File: config.mk
export PLATFORM = sky130hd
export DESIGN_NAME = signed_int_to_decimal_ascii
export DESIGN_NICKNAME = d
export VERILOG_FILES = /design/src/rtl/sida_pkg.sv /design/src/rtl/sida_dabble.sv /design/src/rtl/signed_int_to_decimal_ascii.sv
export SDC_FILE = /design/constraint.sdc
export NUM_CORES = 1
export LEC_CHECK = 0
export BUFFER_PORTS_ARGS = -buffer_cell sky130_fd_sc_hd__buf_2
export CORE_MARGIN = 2
export CORE_UTILIZATION = 55
export CTS_CLUSTER_DIAMETER = 150
export DETAILED_ROUTE_END_ITERATION = 8
export GPL_TIMING_DRIVEN = 0
export HOLD_SLACK_MARGIN = 0.15
export PLACE_DENSITY = 0.74
export SYNTH_ARGS = -nofsm -noshare
export SYNTH_HDL_FRONTEND = slang
export SYNTH_SLANG_ARGS = --single-unit
export TNS_END_PERCENT = 30
File: constraint.sdc
create_clock -name clk -period 4.4 [get_ports clk]
set_input_delay 0.44 -clock clk [delete_from_list [all_inputs] [get_ports clk]]
set_output_delay 0.44 -clock clk [all_outputs]
set_load 0.02 [all_outputs]
File: src/rtl/sida_pkg.sv
// Shared constants for the signed integer to decimal ASCII converter.
package sida_pkg;

	localparam int unsigned DIGIT_BITS = 4;
	localparam logic [7:0] CHAR_ZERO  = 8'h30;
	localparam logic [7:0] CHAR_MINUS = 8'h2D;
	localparam logic [DIGIT_BITS-1:0] DABBLE_LIMIT  = 4'd5;
	localparam logic [DIGIT_BITS-1:0] DABBLE_OFFSET = 4'd3;

endpackage

File: src/rtl/sida_dabble.sv
// Add-3 correction applied to each BCD digit of 5 or more before one shift of double dabble.
module sida_dabble #(
	parameter int DIGITS = 10
) (
	input  logic [DIGITS*sida_pkg::DIGIT_BITS-1:0] bcd,
	output logic [DIGITS*sida_pkg::DIGIT_BITS-1:0] adjusted
);
	import sida_pkg::*;

	always_comb begin
		for (int d = 0; d < DIGITS; d++) begin
			if (bcd[d*DIGIT_BITS +: DIGIT_BITS] >= DABBLE_LIMIT) begin
				adjusted[d*DIGIT_BITS +: DIGIT_BITS] =
					bcd[d*DIGIT_BITS +: DIGIT_BITS] + DABBLE_OFFSET;
			end else begin
				adjusted[d*DIGIT_BITS +: DIGIT_BITS] = bcd[d*DIGIT_BITS +: DIGIT_BITS];
			end
		end
	end

endmodule

File: src/rtl/signed_int_to_decimal_ascii.sv
// Signed integer to decimal ASCII text converter, top level.
//
// One word on the slave channel carries a signed two's complement value of
// VALUE_BITS bits. The master channel returns its decimal text, one ASCII
// character per word: a '-' first for negative values, then the digits most
// significant first without leading zeros, with tlast on the final digit.
// Zero gives the single character '0'.
//
// The block works on one value at a time. After a value is accepted, the
// double-dabble loop shifts one magnitude bit per cycle into the BCD register,
// leading zero digits are then dropped at one digit per cycle, and characters
// leave at one per cycle through the output register while the receiver does
// not stall. s_tready is high only between values.
//
// When the receiver stalls, the current character holds in the output
// register and the converter waits. Reset clears all control state; no
// output word is valid after reset.
module signed_int_to_decimal_ascii #(
	parameter int VALUE_BITS = 32
) (
	input  logic clk,
	input  logic arst_n,
	input  logic s_tvalid,
	output logic s_tready,
	input  logic [((VALUE_BITS+7)/8)*8-1:0] s_tdata, // value, zero padded
	output logic m_tvalid,
	input  logic m_tready,
	output logic [7:0] m_tdata, // character
	output logic m_tlast        // last
);
	import sida_pkg::*;

	localparam int DIGITS   = ((VALUE_BITS * 1233) >> 12) + 1;
	localparam int BCD_BITS = DIGITS * DIGIT_BITS;
	localparam int BCNT_W   = $clog2(VALUE_BITS + 1);
	localparam int DCNT_W   = $clog2(DIGITS + 1);

	typedef enum logic [1:0] {
		ST_IDLE,
		ST_CONV,
		ST_SKIP,
		ST_EMIT
	} state_t;

	state_t                state_q;
	logic [VALUE_BITS-1:0] mag_q;
	logic [BCD_BITS-1:0]   bcd_q;
	logic [BCNT_W-1:0]     bit_cnt_q;
	logic [DCNT_W-1:0]     dig_cnt_q;
	logic                  sign_q;
	logic                  out_valid_q;
	logic [7:0]            out_char_q;
	logic                  out_last_q;

	logic [VALUE_BITS-1:0] raw;
	logic [BCD_BITS-1:0]   bcd_adj;
	logic [DIGIT_BITS-1:0] top_digit;
	logic                  slot_free;

	assign raw       = s_tdata[VALUE_BITS-1:0];
	assign top_digit = bcd_q[BCD_BITS-1 -: DIGIT_BITS];
	assign slot_free = !out_valid_q || m_tready;
	assign s_tready  = (state_q == ST_IDLE);
	assign m_tvalid  = out_valid_q;
	assign m_tdata   = out_char_q;
	assign m_tlast   = out_last_q;

	sida_dabble #(
		.DIGITS(DIGITS)
	) u_dabble (
		.bcd      (bcd_q),
		.adjusted (bcd_adj)
	);

	always_ff @(posedge clk or negedge arst_n) begin
		if (!arst_n) begin
			state_q     <= ST_IDLE;
			bit_cnt_q   <= '0;
			dig_cnt_q   <= '0;
			sign_q      <= 1'b0;
			out_valid_q <= 1'b0;
		end else begin
			// In the emit state the output register is refilled below instead.
			if (out_valid_q && m_tready && state_q != ST_EMIT) begin
				out_valid_q <= 1'b0;
			end
			case (state_q)
				ST_IDLE: begin
					if (s_tvalid) begin
						sign_q    <= raw[VALUE_BITS-1];
						mag_q     <= raw[VALUE_BITS-1] ? (~raw + 1'b1) : raw;
						bcd_q     <= '0;
						bit_cnt_q <= BCNT_W'(VALUE_BITS);
						state_q   <= ST_CONV;
					end
				end
				ST_CONV: begin
					bcd_q     <= {bcd_adj[BCD_BITS-2:0], mag_q[VALUE_BITS-1]};
					mag_q     <= {mag_q[VALUE_BITS-2:0], 1'b0};
					bit_cnt_q <= bit_cnt_q - 1'b1;
					if (bit_cnt_q == BCNT_W'(1)) begin
						dig_cnt_q <= DCNT_W'(DIGITS);
						state_q   <= ST_SKIP;
					end
				end
				ST_SKIP: begin
					// Drop leading zeros, but always keep the units digit.
					if (top_digit == '0 && dig_cnt_q != DCNT_W'(1)) begin
						bcd_q     <= {bcd_q[BCD_BITS-DIGIT_BITS-1:0], {DIGIT_BITS{1'b0}}};
						dig_cnt_q <= dig_cnt_q - 1'b1;
					end else begin
						state_q <= ST_EMIT;
					end
				end
				ST_EMIT: begin
					if (slot_free) begin
						out_valid_q <= 1'b1;
						if (sign_q) begin
							out_char_q <= CHAR_MINUS;
							out_last_q <= 1'b0;
							sign_q     <= 1'b0;
						end else begin
							out_char_q <= CHAR_ZERO | {{(8-DIGIT_BITS){1'b0}}, top_digit};
							out_last_q <= (dig_cnt_q == DCNT_W'(1));
							bcd_q      <= {bcd_q[BCD_BITS-DIGIT_BITS-1:0], {DIGIT_BITS{1'b0}}};
							dig_cnt_q  <= dig_cnt_q - 1'b1;
							if (dig_cnt_q == DCNT_W'(1)) begin
								state_q <= ST_IDLE;
							end
						end
					end
				end
				default: begin
					state_q <= ST_IDLE;
				end
			endcase
		end
	end

endmodule

=== Word-level counts from Yosys, hierarchy flattened ===
Cells that the tools add are included.

* Add/subtract/negate cells: 13
* Magnitude comparators: 10
* Equality and inequality tests: 14
* Muxes and demuxes: 39
* Bitwise gates (word level): 1
* Reductions and logical operators: 17

{| class="wikitable"
|+ Operators with widths
! cell !! count
|-
| $mux 40 || 4
|-
| $pmux 40 s4 || 1
|-
| $mux 32 || 2
|-
| $pmux 32 s2 || 1
|-
| $mux 4 || 13
|-
| $ge 4x3->1 const B || 10
|-
| $add 4x2->4 const B || 9
|-
| $add 32x1->32 const B || 1
|-
| $not 32->32 || 1
|-
| $ne 2x2->1 const B || 8
|-
| $mux 2 || 6
|-
| $pmux 4 s3 || 1
|-
| $pmux 6 s2 || 1
|-
| $reduce_and 5->1 || 2
|-
| $reduce_and 3->1 || 3
|-
| $pmux 2 s4 || 1
|-
| $eq 6x1->1 const B || 1
|-
| $mux 6 || 1
|-
| $reduce_and 6->1 || 1
|-
| $sub 6x1->6 const B || 1
|-
| $mux 1 || 5
|-
| $mux 5 || 1
|-
| $eq 2x2->1 const B || 2
|-
| $eq 4x1->1 const B || 1
|-
| other kinds (14) || 17
|}

* Bits in registers: 95
* Bits of input ports: 36
* Output and inout port bits: 11
* Word-level logic and storage cells: 104

=== Depth between registers and ports, before layout ===
* Depth after elaboration: 5
* Mapped depth: 9
* Mapped depth without buffers: 7

=== Hierarchy ===
Synthesis repeated with hierarchy kept, for this count alone.

* Cells, all modules: 579
* Area, all modules: 5895.7 um2

{| class="wikitable"
|+ By module, submodules not included
! module !! instances !! cells each !! area an instance (um2) !! seq. area each (um2)
|-
| signed_int_to_decimal_ascii || 1 || 419 || 4882.2 || 2692.6
|-
| sida_dabble || 1 || 160 || 1013.5 || 0.0
|}

=== Worst setup path after synthesis ===
No wires, ideal clock.

* Kind: register to register
* Start: register state_q[1]
* End: register mag_q[0] (enable)
* Library setup time: 0.424 ns
* Data arrival time: 2.997 ns
* Required time: 3.976 ns
* Slack: 0.979 ns
* Cell stages (with the launch flop): 7
* Buffers on the path: 2
* Clock period less this slack: 3.421 ns
* Cell sequence: dfrtp_1 > clkbuf_1 > clkbuf_1 > inv_1 > ha_1 > mux2i_1 > nor2b_1

* Longest elaborated chain between the ends: 3
* Elaborated cells between the ends (all ways): 5
* Classes of those cells: eq/ne: 2; reduce/logical: 3

{| class="wikitable"
|+ RTL lines
! item !! line !! RTL
|-
| from (decl) || signed_int_to_decimal_ascii.sv:45 || <nowiki>state_t state_q;</nowiki>
|-
| from (signal assigned) || signed_int_to_decimal_ascii.sv:77 || <nowiki>state_q <= ST_IDLE;</nowiki>
|-
| from (signal assigned) || signed_int_to_decimal_ascii.sv:94 || <nowiki>state_q <= ST_CONV;</nowiki>
|-
| from (signal assigned) || signed_int_to_decimal_ascii.sv:103 || <nowiki>state_q <= ST_SKIP;</nowiki>
|-
| $logic_not 2->1 * || n/a ||
|-
| named net s_tready || signed_int_to_decimal_ascii.sv:24 || <nowiki>output logic s_tready,</nowiki>
|-
| $ne 2x2->1 (no source line) / $reduce_bool 2->1 (equally long branches) || n/a ||
|-
| $reduce_and 3->1 (no source line) * || n/a ||
|-
| to (signal assigned) || signed_int_to_decimal_ascii.sv:91 || <nowiki>mag_q <= raw[VALUE_BITS-1] ? (~raw + 1'b1) : raw;</nowiki>
|-
| to (signal assigned) || signed_int_to_decimal_ascii.sv:99 || <nowiki>mag_q <= {mag_q[VALUE_BITS-2:0], 1'b0};</nowiki>
|-
| to (decl) || signed_int_to_decimal_ascii.sv:46 || <nowiki>logic [VALUE_BITS-1:0] mag_q;</nowiki>
|}

The timed path passes the listed nets; every way through them passes the cells marked *.
A chain may end at the register's enable or synchronous reset.

=== Final worst setup path ===
* Start: register state_q[1]
* End: register bcd_q[24] (enable)

* Longest elaborated chain between the ends: 3
* Elaborated cells between the ends (all ways): 8
* Classes of those cells: eq/ne: 6; reduce/logical: 2

{| class="wikitable"
|+ RTL lines
! item !! line !! RTL
|-
| $eq 2x2->1 / $logic_not 2->1 (equally long branches) || signed_int_to_decimal_ascii.sv:87 || <nowiki>case (state_q)</nowiki>
|-
| $ne 2x2->1 (no source line) || n/a ||
|-
| $reduce_and 5->1 (no source line) * || n/a ||
|-
| to (signal assigned) || signed_int_to_decimal_ascii.sv:98 || <nowiki>bcd_q <= {bcd_adj[BCD_BITS-2:0], mag_q[VALUE_BITS-1]};</nowiki>
|-
| to (signal assigned) || signed_int_to_decimal_ascii.sv:109 || <nowiki>bcd_q <= {bcd_q[BCD_BITS-DIGIT_BITS-1:0], {DIGIT_BITS{1'b0}}};</nowiki>
|-
| to (signal assigned) || signed_int_to_decimal_ascii.sv:125 || <nowiki>bcd_q <= {bcd_q[BCD_BITS-DIGIT_BITS-1:0], {DIGIT_BITS{1'b0}}};</nowiki>
|-
| to (decl) || signed_int_to_decimal_ascii.sv:47 || <nowiki>logic [BCD_BITS-1:0] bcd_q;</nowiki>
|}

Mark *: on every way between the ends. The rest lies on a longest branch, timed or not.

==> summary.md <==
| Metric | Value |
|---|---|
| Clock root buffer | `clkbuf_8` |
| Initial Util | `56.6%` |
| Pleak | `2.58 nW` |
| Post-Route Setup TNS | `0 ns` |
| Largest area contributor in the netlist | `edfxtp_1` |
| Fmax | `302 MHz` |
| Endpoint type of the worst setup path | `register` |
| P per Cell Area | `717 mW/mm2` |
| Yosys warning count | `0` |
| Share of layout cells above drive strength 1 | `14.0%` |
| Core area | `0.0103 mm2` |
| Vias in the first global route | `4,702` |
| Maximum vdd drop | `0.000280 V` |
| Count leader, synth | `nand2_1` |
| Syn Std Cell Area | `0.00585 mm2` |
| Grt total ovfl | `0` |
| GRT Overall Usage | `24.4%` |
| Initial antenna violation count | `0` |
| Fin crit period | `3.31 ns` |
| Layout area overhead | `10.9%` |
| First-pass GRT wire length | `21,900 um` |
| HP Start | `s_tvalid` |
| Largest net degree at the start of global routing | `34` |
| Total Die Area | `0.0115 mm2` |
| Worst-path fanout max | `33` |
| Fin nets | `719` |
| Yosys reg bits | `92` |
| TritonCTS Buffers | `9` |
| Worst Tran Pin Value | `0.912 ns` |
| Sequential fraction of the synthesis area | `46.0%` |
| H-tree levels | `3` |
| CP peak stage delay | `0.51 ns` |
| Top cells by count, synth | `nand2_1 (87), edfxtp_1 (78), nor2_1 (63)` |
| Post-DP HPWL | `9380 um` |
| Path type of the worst min-delay path | `in2reg` |
| Io pins | `47` |
| Max transition margin | `39.1%` |
| Drt total wl | `13,100 um` |
| Gates resized, CTS repair | `0` |
| Die H | `107 um` |
| CTS tree | `done` |
| Post-route DRC | `0` |
| Synth top area share | `40.1%` |
| Final Cycle Share | `75.2%` |
| Setup crit start kind | `register` |
| Average wire per standard cell | `16.6 um` |
| CTS Buffer Depth | `2` |
| Max-cap violations | `0` |
| Core Rows | `37` |
| First drt pass iteration count | `6` |
| R2R Path Start | `state_q[1]$_DFFE_PN0P_` |
| Initial DRC Count | `317` |
| Post-synth EDFFs | `78` |
| Diode count | `0` |
| Post-synth top flop | `edfxtp_1` |
| ANT nets after route | `0` |
| Syn Area/Cell | `9.83 um2` |
| Hold Worst Slack | `0.428 ns` |
| Pre-CTS setup slack | `1.14 ns` |
| Netlist cell types | `51` |
| Hold buffers post-CTS | `1` |
| Crit path top cell by count | `clkbuf_1` |
| Crit path arrival time | `3.37 ns` |
| Synth top area cells | `edfxtp_1 (40%), ha_1 (6.6%), dfrtp_1 (6.0%), nand2_1 (5.6%), o21ai_0 (4.4%)` |
| Worst-path clk slew | `0.10 ns` |
| Post-Syn Instances | `595` |
| Setup CP Type | `reg2reg` |
| Clk_lat worst skew | `0.37 ns` |
| Final worst slack | `1.09 ns` |
| RD Place Congestion | `0.836` |
| WP data required | `4.46 ns` |
| CP startpoint | `state_q[1]$_DFFE_PN0P_` |
| Via count | `4,610` |
| Critical-path cell list | `clkbuf_1 -> clkbuf_1 -> inv_1 -> ha_1 -> nor2b_1 -> a21oi_1 -> and4_2 -> buf_12` |
| Final Power | `4.65 mW` |
| Slowest CP cell | `clkbuf_1` |
| PortBufs | `43` |
| Vias per cell | `5.81` |
| CTS Sinks | `92` |
| Unrepaired setup endpoints after global routing | `no` |
| Fin. Hold Viols | `0` |
| Final setup violation count | `0` |
| Post-CTS Setup Bufs | `0` |
| Max-slew violation count | `0` |
| Chip Width | `107 um` |
| Ys async rst share | `15.2%` |
| Status | `completed` |
| Final Skew | `0.0102 ns` |
[cells in the final DEF, fill, tap and decap left out, drive strengths merged, types with 4 or more instances in the layout]
cell type,synthesis,routed
nand2,87,87
edfxtp,78,78
nor2,63,63
buf,13,57
o21ai,52,52
inv,34,34
ha,31,31
xnor2,26,26
a22oi,26,26
clkbuf,14,25
xor2,24,24
nand2b,16,16
a21oi,16,16
dfrtp,14,14
o31ai,10,10
mux2,9,9
mux2i,8,8
o41ai,8,8
a21o,6,6
a32oi,6,6
o211ai,6,6
nor2b,6,6
or2,6,6
nor4,5,5
or3,4,4
nor3,4,4
[stage by stage]
stage               instances  cell area, um2  utilization (%)
floorplan                 596            5850                -
global placement          775            6240             60.4
detailed placement        776            6270             60.7
CTS                       793            6480             62.8
global route              793            6480             62.8
finish                    793            6480             62.8
[logic make-up (layout without fill, tap and decap cells)]
logic type                 Yosys count  in the layout  synth area share [%]
AOI/OAI and AO/OA                  134            134                  15.2
xor gates and xnor gates            50             50                  7.49
muxes                               17             17                  3.10
other                                2              3                 0.128
and+or+nand+nor                    208            208                  17.1
adders and majority gates           31             31                  6.63
buffers and inverters               61            122                  4.26
DFF                                 92             92                  46.0
[critical path: cells and delay by family (launching register included)]
family | cells | cell delay, ns
AOI/OAI and AO/OA | 1 | 0.25
adders and majority gates | 1 | 0.34
buffers and inverters | 4 | 1.31
DFF | 1 | 0.39
and+or+nand+nor | 2 | 0.69
[final cells by class]
class,instances,area (um2)
inverter,34,128
tap,136,170
multi-input combinational,443,2920
fill,835,3840
buffer,27,121
clock inverter,5,76.3
timing repair buffer,45,245
clock buffer,11,131
sequential,92,2690
[registers in the layout (all words and copies together) (netlist names), 2 cells and up]
signal	count
bcd_q	40
mag_q	32
bit_cnt_q	6
m_tdata	5
dig_cnt_q	4
state_q	2
[layer usage]
layer	wire length [um]	GRT usage, %
met1	5900	32.0
met4	151	9.74
met3	646	4.13
met5	0	0
met2	6440	40.2
[where the power goes]
part           internal [mW]  switching (mW)
sequential              1.49           0.296
combinational          0.863            1.37
clock                  0.318           0.306
total                   2.67            1.98
[path summary, 6_finish.rpt]
path / to / slack (ns) / depth (start not counted)
worst min register to register: mag_q[4]$_DFFE_PP_ / 0.53 / 2
worst min-delay path: bit_cnt_q[5]$_DFFE_PN0P_ / 0.43 / 3
worst max register to register: bcd_q[24]$_DFFE_PP_ / 1.09 / 8
worst max-delay path: bcd_q[24]$_DFFE_PP_ / 1.09 / 8
max in group asynchronous: bit_cnt_q[0]$_DFFE_PN0P_ / 3.60 / 2
min in group asynchronous: dig_cnt_q[3]$_DFFE_PN0P_ / 0.51 / 2
Note: power is estimated with default switching activity, not from simulation.
